$ cat src/design/ppd_pkg.sv
// ---------------------------------------------------------------------------
// ppd_pkg
// Shared constants, codes and types of the permutation power text decoder.
// ---------------------------------------------------------------------------
package ppd_pkg;

   localparam int MAX_LENGTH     = 64;
   localparam int COUNT_BITS     = 16;
   localparam int LEN_BITS       = $clog2(MAX_LENGTH + 1);
   localparam int POS_BITS       = $clog2(MAX_LENGTH);
   localparam int LVL_BITS       = $clog2(COUNT_BITS);
   localparam int BYTE_BITS      = 8;
   localparam int CSR_INDEX_BITS = 1;
   localparam int CSR_DATA_BITS  = 16;
   localparam int JT_DEPTH       = COUNT_BITS * MAX_LENGTH;

   localparam logic [CSR_INDEX_BITS-1:0] REG_BLOCK_LENGTH = CSR_INDEX_BITS'(0);
   localparam logic [CSR_INDEX_BITS-1:0] REG_REPEAT_COUNT = CSR_INDEX_BITS'(1);

   localparam logic ACT_PERM = 1'b0;
   localparam logic ACT_TEXT = 1'b1;

   localparam logic [LVL_BITS-1:0] LVL_LAST = LVL_BITS'(COUNT_BITS - 1);
   localparam logic [LEN_BITS-1:0] LEN_MAX  = LEN_BITS'(MAX_LENGTH);

   typedef enum logic [1:0] {
      SRC_CTRL,
      SRC_DATA,
      SRC_CURSOR
   } rd_src_type;

   typedef enum logic [3:0] {
      ST_IDLE,
      ST_BUILD_A,
      ST_BUILD_B,
      ST_BUILD_W,
      ST_WALK_INIT,
      ST_WALK_STEP,
      ST_WALK_DATA,
      ST_TEXT_RD,
      ST_EMIT
   } state_type;

   typedef struct packed {
      logic                 valid_clr;
      logic                 valid_set;
      logic                 jt_re;
      logic [LVL_BITS-1:0]  rd_lvl;
      rd_src_type           rd_src;
      logic                 jt_we;
      logic [LVL_BITS-1:0]  wr_lvl;
      logic                 wr_from_data;
      logic [POS_BITS-1:0]  wr_val;
      logic [POS_BITS-1:0]  pos;
      logic                 cur_load_pos;
      logic                 cur_load_data;
      logic                 txt_we;
      logic                 txt_re;
      logic                 emit;
      logic                 last;
   } ctrl_cmd_type;

endpackage

$ cat src/design/ppd_ctrl.sv
// ---------------------------------------------------------------------------
// ppd_ctrl
// Control registers, item counters and the sequencer for loading, level
// build and the per-position walk.
// ---------------------------------------------------------------------------
module ppd_ctrl (
   input  logic                                clock,
   input  logic                                reset,
   input  logic                                start,
   output logic                                busy,
   input  logic                                req_action,
   input  logic [ppd_pkg::LEN_BITS-1:0]        req_target_position,
   input  logic                                csr_we,
   input  logic [ppd_pkg::CSR_INDEX_BITS-1:0]  csr_index,
   input  logic [ppd_pkg::CSR_DATA_BITS-1:0]   csr_wdata,
   output ppd_pkg::ctrl_cmd_type               cmd
);
   import ppd_pkg::*;

   state_type               state_ff, state_in;
   logic [LEN_BITS-1:0]     block_length_ff;
   logic [COUNT_BITS-1:0]   repeat_count_ff;
   logic [LEN_BITS-1:0]     perm_count_ff, perm_count_in;
   logic [LEN_BITS-1:0]     text_count_ff, text_count_in;
   logic                    table_ready_ff, table_ready_in;
   logic [LVL_BITS-1:0]     lvl_ff, lvl_in;
   logic [POS_BITS-1:0]     pos_ff, pos_in;

   logic [LEN_BITS-1:0]     eff_len;
   logic                    accept, perm_acc, text_acc, target_ok;
   logic [LEN_BITS-1:0]     perm_next, text_next, pos_next;
   logic                    perm_done, text_done, pos_last, lvl_last, rep_bit;

   always_comb begin
      if (block_length_ff == '0) begin
         eff_len = LEN_BITS'(1);
      end else if (block_length_ff > LEN_MAX) begin
         eff_len = LEN_MAX;
      end else begin
         eff_len = block_length_ff;
      end
   end

   assign busy      = (state_ff != ST_IDLE);
   assign accept    = start & ~busy;
   assign perm_acc  = accept & (req_action == ACT_PERM) & ~table_ready_ff;
   assign text_acc  = accept & (req_action == ACT_TEXT) & table_ready_ff;
   assign target_ok = (req_target_position != '0) && (req_target_position <= eff_len);
   assign perm_next = perm_count_ff + LEN_BITS'(1);
   assign text_next = text_count_ff + LEN_BITS'(1);
   assign pos_next  = {1'b0, pos_ff} + LEN_BITS'(1);
   assign perm_done = (perm_next >= eff_len);
   assign text_done = (text_next >= eff_len);
   assign pos_last  = (pos_next >= eff_len);
   assign lvl_last  = (lvl_ff == LVL_LAST);
   assign rep_bit   = repeat_count_ff[lvl_ff];

   // next state
   always_comb begin
      state_in = state_ff;
      case (state_ff)
         ST_IDLE: begin
            if (perm_acc && perm_done) begin
               state_in = ST_BUILD_A;
            end else if (text_acc && text_done) begin
               state_in = ST_WALK_INIT;
            end
         end
         ST_BUILD_A: state_in = ST_BUILD_B;
         ST_BUILD_B: state_in = ST_BUILD_W;
         ST_BUILD_W: begin
            state_in = (pos_last && lvl_last) ? ST_IDLE : ST_BUILD_A;
         end
         ST_WALK_INIT: state_in = ST_WALK_STEP;
         ST_WALK_STEP: begin
            if (rep_bit) begin
               state_in = ST_WALK_DATA;
            end else if (lvl_last) begin
               state_in = ST_TEXT_RD;
            end
         end
         ST_WALK_DATA: state_in = lvl_last ? ST_TEXT_RD : ST_WALK_STEP;
         ST_TEXT_RD:   state_in = ST_EMIT;
         ST_EMIT:      state_in = pos_last ? ST_IDLE : ST_WALK_INIT;
         default:      state_in = ST_IDLE;
      endcase
   end

   // counters
   always_comb begin
      perm_count_in  = perm_count_ff;
      text_count_in  = text_count_ff;
      table_ready_in = table_ready_ff;
      lvl_in         = lvl_ff;
      pos_in         = pos_ff;
      case (state_ff)
         ST_IDLE: begin
            if (perm_acc) begin
               perm_count_in = perm_done ? '0 : perm_next;
               lvl_in        = LVL_BITS'(1);
               pos_in        = '0;
            end
            if (text_acc) begin
               text_count_in = text_done ? '0 : text_next;
               pos_in        = '0;
            end
         end
         ST_BUILD_W: begin
            if (pos_last) begin
               pos_in = '0;
               lvl_in = lvl_ff + LVL_BITS'(1);
               if (lvl_last) begin
                  table_ready_in = 1'b1;
               end
            end else begin
               pos_in = pos_next[POS_BITS-1:0];
            end
         end
         ST_WALK_INIT: lvl_in = '0;
         ST_WALK_STEP: begin
            if (!rep_bit && !lvl_last) begin
               lvl_in = lvl_ff + LVL_BITS'(1);
            end
         end
         ST_WALK_DATA: begin
            if (!lvl_last) begin
               lvl_in = lvl_ff + LVL_BITS'(1);
            end
         end
         ST_EMIT: begin
            if (pos_last) begin
               table_ready_in = 1'b0;
            end else begin
               pos_in = pos_next[POS_BITS-1:0];
            end
         end
         default: ;
      endcase
   end

   // outputs
   always_comb begin
      cmd        = '0;
      cmd.rd_src = SRC_CTRL;
      case (state_ff)
         ST_IDLE: begin
            if (perm_acc) begin
               cmd.valid_clr = (perm_count_ff == '0);
               if (target_ok) begin
                  cmd.valid_set = 1'b1;
                  cmd.jt_we     = 1'b1;
                  cmd.wr_val    = perm_count_ff[POS_BITS-1:0];
                  cmd.pos       = POS_BITS'(req_target_position - LEN_BITS'(1));
               end
            end
            if (text_acc) begin
               cmd.txt_we = 1'b1;
               cmd.pos    = text_count_ff[POS_BITS-1:0];
            end
         end
         ST_BUILD_A: begin
            cmd.jt_re  = 1'b1;
            cmd.rd_lvl = lvl_ff - LVL_BITS'(1);
            cmd.pos    = pos_ff;
         end
         ST_BUILD_B: begin
            cmd.jt_re  = 1'b1;
            cmd.rd_lvl = lvl_ff - LVL_BITS'(1);
            cmd.rd_src = SRC_DATA;
         end
         ST_BUILD_W: begin
            cmd.jt_we        = 1'b1;
            cmd.wr_lvl       = lvl_ff;
            cmd.wr_from_data = 1'b1;
            cmd.pos          = pos_ff;
         end
         ST_WALK_INIT: begin
            cmd.cur_load_pos = 1'b1;
            cmd.pos          = pos_ff;
         end
         ST_WALK_STEP: begin
            cmd.jt_re  = rep_bit;
            cmd.rd_lvl = lvl_ff;
            cmd.rd_src = SRC_CURSOR;
         end
         ST_WALK_DATA: cmd.cur_load_data = 1'b1;
         ST_TEXT_RD:   cmd.txt_re = 1'b1;
         ST_EMIT: begin
            cmd.emit = 1'b1;
            cmd.last = pos_last;
         end
         default: ;
      endcase
   end

   always_ff @(posedge clock) begin
      if (reset) begin
         state_ff        <= ST_IDLE;
         block_length_ff <= LEN_BITS'(1);
         repeat_count_ff <= COUNT_BITS'(1);
         perm_count_ff   <= '0;
         text_count_ff   <= '0;
         table_ready_ff  <= 1'b0;
         lvl_ff          <= '0;
         pos_ff          <= '0;
      end else begin
         state_ff       <= state_in;
         perm_count_ff  <= perm_count_in;
         text_count_ff  <= text_count_in;
         table_ready_ff <= table_ready_in;
         lvl_ff         <= lvl_in;
         pos_ff         <= pos_in;
         if (csr_we && csr_index == REG_BLOCK_LENGTH) begin
            block_length_ff <= csr_wdata[LEN_BITS-1:0];
         end
         if (csr_we && csr_index == REG_REPEAT_COUNT) begin
            repeat_count_ff <= csr_wdata[COUNT_BITS-1:0];
         end
      end
   end

endmodule
$ cat config.mk
export PLATFORM = sky130hd
export DESIGN_NAME = ppd_ctrl
export DESIGN_NICKNAME = d
export VERILOG_FILES = /design/src/design/ppd_pkg.sv /design/src/design/ppd_ctrl.sv
export SDC_FILE = /design/constraint.sdc
export NUM_CORES = 1
export LEC_CHECK = 0
export ABC_CLOCK_PERIOD_IN_PS = 3200
export BUFFER_PORTS_ARGS = -buffer_cell sky130_fd_sc_hd__buf_2
export CAP_MARGIN = 10
export CORE_ASPECT_RATIO = 1.1
export CORE_MARGIN = 4
export CORE_UTILIZATION = 30
export DETAILED_ROUTE_END_ITERATION = 10
export PLACE_DENSITY_LB_ADDON = 0.2
export SYNTH_ARGS = -nofsm -noshare
export SYNTH_HDL_FRONTEND = slang
export SYNTH_SLANG_ARGS = --single-unit
$ cat constraint.sdc
create_clock -name clock -period 3.2 [get_ports clock]
set_clock_uncertainty 0.05 [all_clocks]
set_input_delay 0.32 -clock clock [delete_from_list [all_inputs] [get_ports clock]]
set_output_delay 0.32 -clock clock [all_outputs]
set_load 0.1 [all_outputs]
; After elaboration in Yosys (flattened, before gate mapping)
; Index checks and enable logic that the tools add are counted.
[totals]
reg_bits = 52
input_bits = 29
word_cells = 120
[op_classes]
addsub = 6
order_cmp = 6
n_eq_ne = 19
muxes = 47
bitwise_logic = 9
reduce_logical = 25
[ops]
columns = op, count
row1 = $mux W6, 6
row2 = $pmux W4 S9, 1
row3 = $mux W4, 8
row4 = $mux W7, 4
row5 = $mux W12, 2
row6 = $ge A7 B7 Y1, 3
row7 = $pmux W4 S5, 1
row8 = $pmux W6 S3, 1
row9 = $eq A4 B3 Y1 const B, 4
row10 = $add A7 B1 Y7 const B, 2
row11 = $logic_not A7 Y1, 2
row12 = $ne A2 B2 Y1 const B, 7
row13 = $mux W1, 12
row14 = $pmux W6 S2, 1
row15 = $pmux W5 S2, 1
row16 = $ne A3 B3 Y1 const B, 3
row17 = $eq A4 B2 Y1 const B, 2
row18 = $eq A4 B4 Y1 const B, 2
row19 = $mux W2, 4
row20 = $add A6 B1 Y7 const B, 1
row21 = $gt A7 B7 Y1 const B, 1
row22 = $le A7 B7 Y1, 1
row23 = $logic_and A1 B1 Y1, 7
row24 = $reduce_bool A7 Y1, 1
row25 = 24 further kinds, 35

; Longest topological paths before layout
[depth]
depth_word = 9
ltp_mapped = 13

; Worst setup path after synthesis
; No wires, ideal clock.
[synth_path]
kind = flip-flop to output port
from = reg state_ff[0]
to = out cmd[30] (netlist bit)
t_arrival_ps = 5487
t_required_ps = 2830
slack_ps = -2657
stages_incl_launch_ff = 6
path_buffers = 1
path_cell_list = dfxtp_1 -> buf_2 -> nand2_1 -> nor3_1 -> inv_1 -> o21ai_0
[synth_rtl]
columns = item, line_no
row1 = start: declaration, ppd_ctrl.sv:20  ; state_type state_ff, state_in;
row2 = start signal: assignment, ppd_ctrl.sv:207  ; state_ff <= state_in;
row3 = end: declaration, ppd_ctrl.sv:16  ; output ppd_pkg::ctrl_cmd_type cmd

==> metrics.md <==
| Metric | Value |
|---|---|
| Outcome | `completed` |
| Clk_lat worst skew | `around 0.29 ns` |
| Crit path arrival time | `between 2 and 3 ns` |
| Ys Warns | `0` |
| Grt ovf | `0` |
| CTS clk-pin slew, worst paths | `0.07 ns` |
| Min Tclk post-route | `3.04 ns` |
| Syn Std Cell Area | `3770 sq um` |
| Root buf cell | `clkbuf_16` |
| EDFF count, synth | `0` |
| Number of routed nets with antenna violations | `0` |
| Max Freq | `around 0.33 GHz` |
| Via count | `3489` |
| Worst reg-to-reg path cell count | `12` |
| R2r startpoint | `pos_ff[0]` |
| Largest net degree at the start of global routing | `38` |
| Hold Path Stages | `3` |
| Syn nets | `545` |
| Multiplexer share of the synthesized area | `0.0424` |
| Synth Area in Simple Gates | `0.252` |
| Int Pwr | `1.36 mW` |
| Drt wl/cell | `~15 um` |
| Asr flop ratio synth | `0` |
| Sw power | `1.35 mW` |
| Antenna violations before repair | `0` |
| First-pass GRT wire length | `around 17000 um` |
| Pwr per Cell Area | `just under 600 nW/um^2` |
| Footprint of the multi-input gates | `around 2600 sq um` |
| Period utilization | `0.949` |
| Final Max Tran Viols | `0` |
| Startpoint Class | `flop` |
| Max-Cap Viols | `0` |
| Fraction of layout instances using a drive strength above 1 | `0.216` |
| Compound-gate portion of the synthesized area | `0.172` |
| Flops & latches, synth | `52` |
| Yosys cell types | `roughly 60` |
| Worst Path Required | `2.83 ns` |
| DRC Markers | `0` |
| Via/cell ratio | `5.04` |
| Via count of the first global-routing pass | `about 3.5k` |
| Mapped Cells | `between 400 and 500` |
| Post-synth top area share | `0.276` |
| Static leakage | `roughly 1.9 nW` |
| Yosys top cell by area | `dfxtp_1` |
| Fin. Hold Viols | `0` |
| GPL Wtd Cong | `0.907` |
| Worst-margin pin slew | `0.839 ns` |
| Clk sinks | `52` |
| Max IR drop VDD | `0.000551 V` |
| Worst Path Max Fanout | `10` |
| Switching part of the total power | `0.500` |
| Top FF cell, synth | `dfxtp_1` |
| Num CTS Buffers | `5` |
| Syn avg cell area | `between 7 and 8 sq um` |
| Final setup fails | `0` |
| Dpl cell area | `4340 sq um` |
| Worst Hold Class | `input pin to flop` |
| Placed Cells | `680` |
| TritonCTS clock tree | `built` |
| Flop2flop setup slack | `0.34 ns` |
| Pre-antenna DRT Iters | `4` |
| Crit path launch | `block_length_ff[6]` |
| Fill count | `between 1k and 1.5k` |
| Io pins | `63` |
| Final Cell Area | `4560 sq um` |
| Register area | `1040 sq um` |
| Initial drt markers | `162` |
| Die H | `between 100 and 150 um` |
| Largest family of logic cells by synthesized area | `simple AND/OR/NAND/NOR gates` |
| Max Root-Sink Buffers | `2` |
| H-tree levels | `2` |
| Post-synthesis sequential area ratio | `0.276` |
| Hold buffers post-CTS | `0` |
| Placeable Area | `approximately 12000 sq um` |
| Setup crit end kind | `output pin` |
| DP HPWL | `8020 um` |
| Initial core utilization | `0.310` |
| Final wirelength | `about 10000 um` |
| Worst Path Class, Setup | `flop to output pin` |
| Die W | `115 um` |
| Row count | `42` |
| Port-buffer cells | `62` |
| Top cells by area, synth | `dfxtp_1 (28%), ha_1 (12%), nand2_1 (6.4%), nor2_1 (5.8%), a21oi_1 (4.9%)` |
| Reg2reg end | `lvl_ff[1]` |
| Clock group share of total power | `0.208` |
| Xor/xnor share of the synthesized area | `0.0789` |
| Synthesis-to-layout area growth | `20.8%` |
| Gate power share | `0.512` |
| Cell Count, Final, Fillers Out | `~690` |
| Nets | `602` |
| DIE AREA | `14400 sq um` |
| Seq pwr share | `0.280` |
| Synth Area in Adders | `0.119` |
| GRT Total Usage | `0.142` |
| Crit path to | `cmd[23]` |
| Slew headroom | `0.439` |
| Ant. Diodes | `0` |
## power by group through the flow
stage / Sequential [mW] / Combinational [mW] / Clock (mW)
global route: 0.769 / 1.49 / 0.602
detailed placement: 0.775 / 1.36 / 0
global placement: 0.774 / 1.36 / 0
floorplan: 0.737 / 1.15 / 0
finish: 0.760 / 1.39 / 0.564
CTS: 0.760 / 1.39 / 0.578
## layer usage
layer | share of wire | vias up | GRT usage
met5 | 0 | - | 0
li1 | - | 1785 | -
met3 | 0.045 | 13 | 0.0226
met1 | 0.47 | 1616 | 0.190
met2 | 0.47 | 75 | 0.234
met4 | 0.016 | 0 | 0.0435
## worst min path at each step
stage,from,endpoint,slack [ns]
floorplan,repeat_count_ff[10],repeat_count_ff[10],0.39
global placement,repeat_count_ff[8],repeat_count_ff[8],0.39
detailed placement,repeat_count_ff[11],repeat_count_ff[11],0.40
CTS,csr_wdata[15],repeat_count_ff[15],0.21
global route,csr_wdata[7],repeat_count_ff[7],0.22
finish,csr_wdata[15],repeat_count_ff[15],0.21
## area by class of cell
| cell class | instances | share of cell area |
|---|---|---|
| Timing Repair Buffer | 72 | 0.110 |
| Inverter | 21 | 0.0181 |
| Tap cell | 154 | 0.0423 |
| Clock inverter | 3 | 0.00604 |
| Sequential cell | 52 | 0.229 |
| Multi-Input combinational cell | 385 | 0.567 |
| Clock buffer | 5 | 0.0274 |
## flip-flops by register name, summed over array words and instances (netlist names)
name             cells
repeat_count_ff     16
block_length_ff      7
perm_count_ff        7
pos_ff               6
lvl_ff               4
table_ready_ff       1
state_ff             4
text_count_ff        7
## kinds of logic (layout without fill, tap and decap cells)
family                   after synthesis  in the layout
adder cells (fa/ha/maj)               36             36
multiplexers                          16             16
flip-flops                            52             52
buffers and inverters                 43            101
XOR/XNOR                              34             34
AO/OA/AOI/OAI                         99             99
AND/OR/NAND/NOR                      200            200
## critical path, stage by stage, from the launching register on
cell and delay (ns):
dfxtp_1 0.35, inv_2 0.14, nand2_2 0.13, ha_1 0.32, a21o_1 0.18, a21oi_1 0.17, inv_1 0.07, a211oi_2 0.28
o21ai_4 0.16, buf_4 0.18, o21ai_0 0.17, buf_12 0.23
## timing repair
| item | CTS | global route |
|---|---|---|
| pin swaps | 2 | 2 |
| setup endpoints to repair | 13 | 23 |
| setup buffers | 4 | 0 |
| resized for setup | 7 | 5 |
## Yosys cell counts, types with 15 or more instances
master,number
ha_1,36
mux2i_1,16
a21oi_1,37
nand3_1,18
xor2_1,19
inv_1,20
nor3_1,15
nor2_1,58
xnor2_1,15
dfxtp_1,52
nand2_1,64
o21ai_0,19
## cell usage in the layout (no fill, tap or decap), types with 13 or more instances in the layout
cell type,synthesis,routed
ha_1,36,36
nor3_1,15,13
nand2_1,64,63
a21oi_1,37,37
dfxtp_1,52,50
nand3_1,18,18
xnor2_1,15,15
mux2i_1,16,16
xor2_1,19,19
buf_4,3,15
buf_2,3,50
inv_1,20,18
nor2_1,58,55
## stage by stage
| stage | setup TNS [ns] | total power [mW] | setup slack (ns) | hold slack, ns | util |
|---|---|---|---|---|---|
| final | 0 | 2.71 | 0.162 | 0.209 | 0.374 |
| after global routing | -0.0144 | 2.86 | -0.00721 | 0.218 | 0.374 |
| after CTS | 0 | 2.72 | 0.00949 | 0.205 | 0.373 |
| after detailed placement | 0 | 2.14 | 0.111 | 0.397 | 0.356 |
| after global placement | 0 | 2.13 | 0.203 | 0.394 | 0.356 |
| after floorplan | -1.24 | 1.88 | -0.413 | 0.386 | - |
Power figures use the tool's default switching activity.
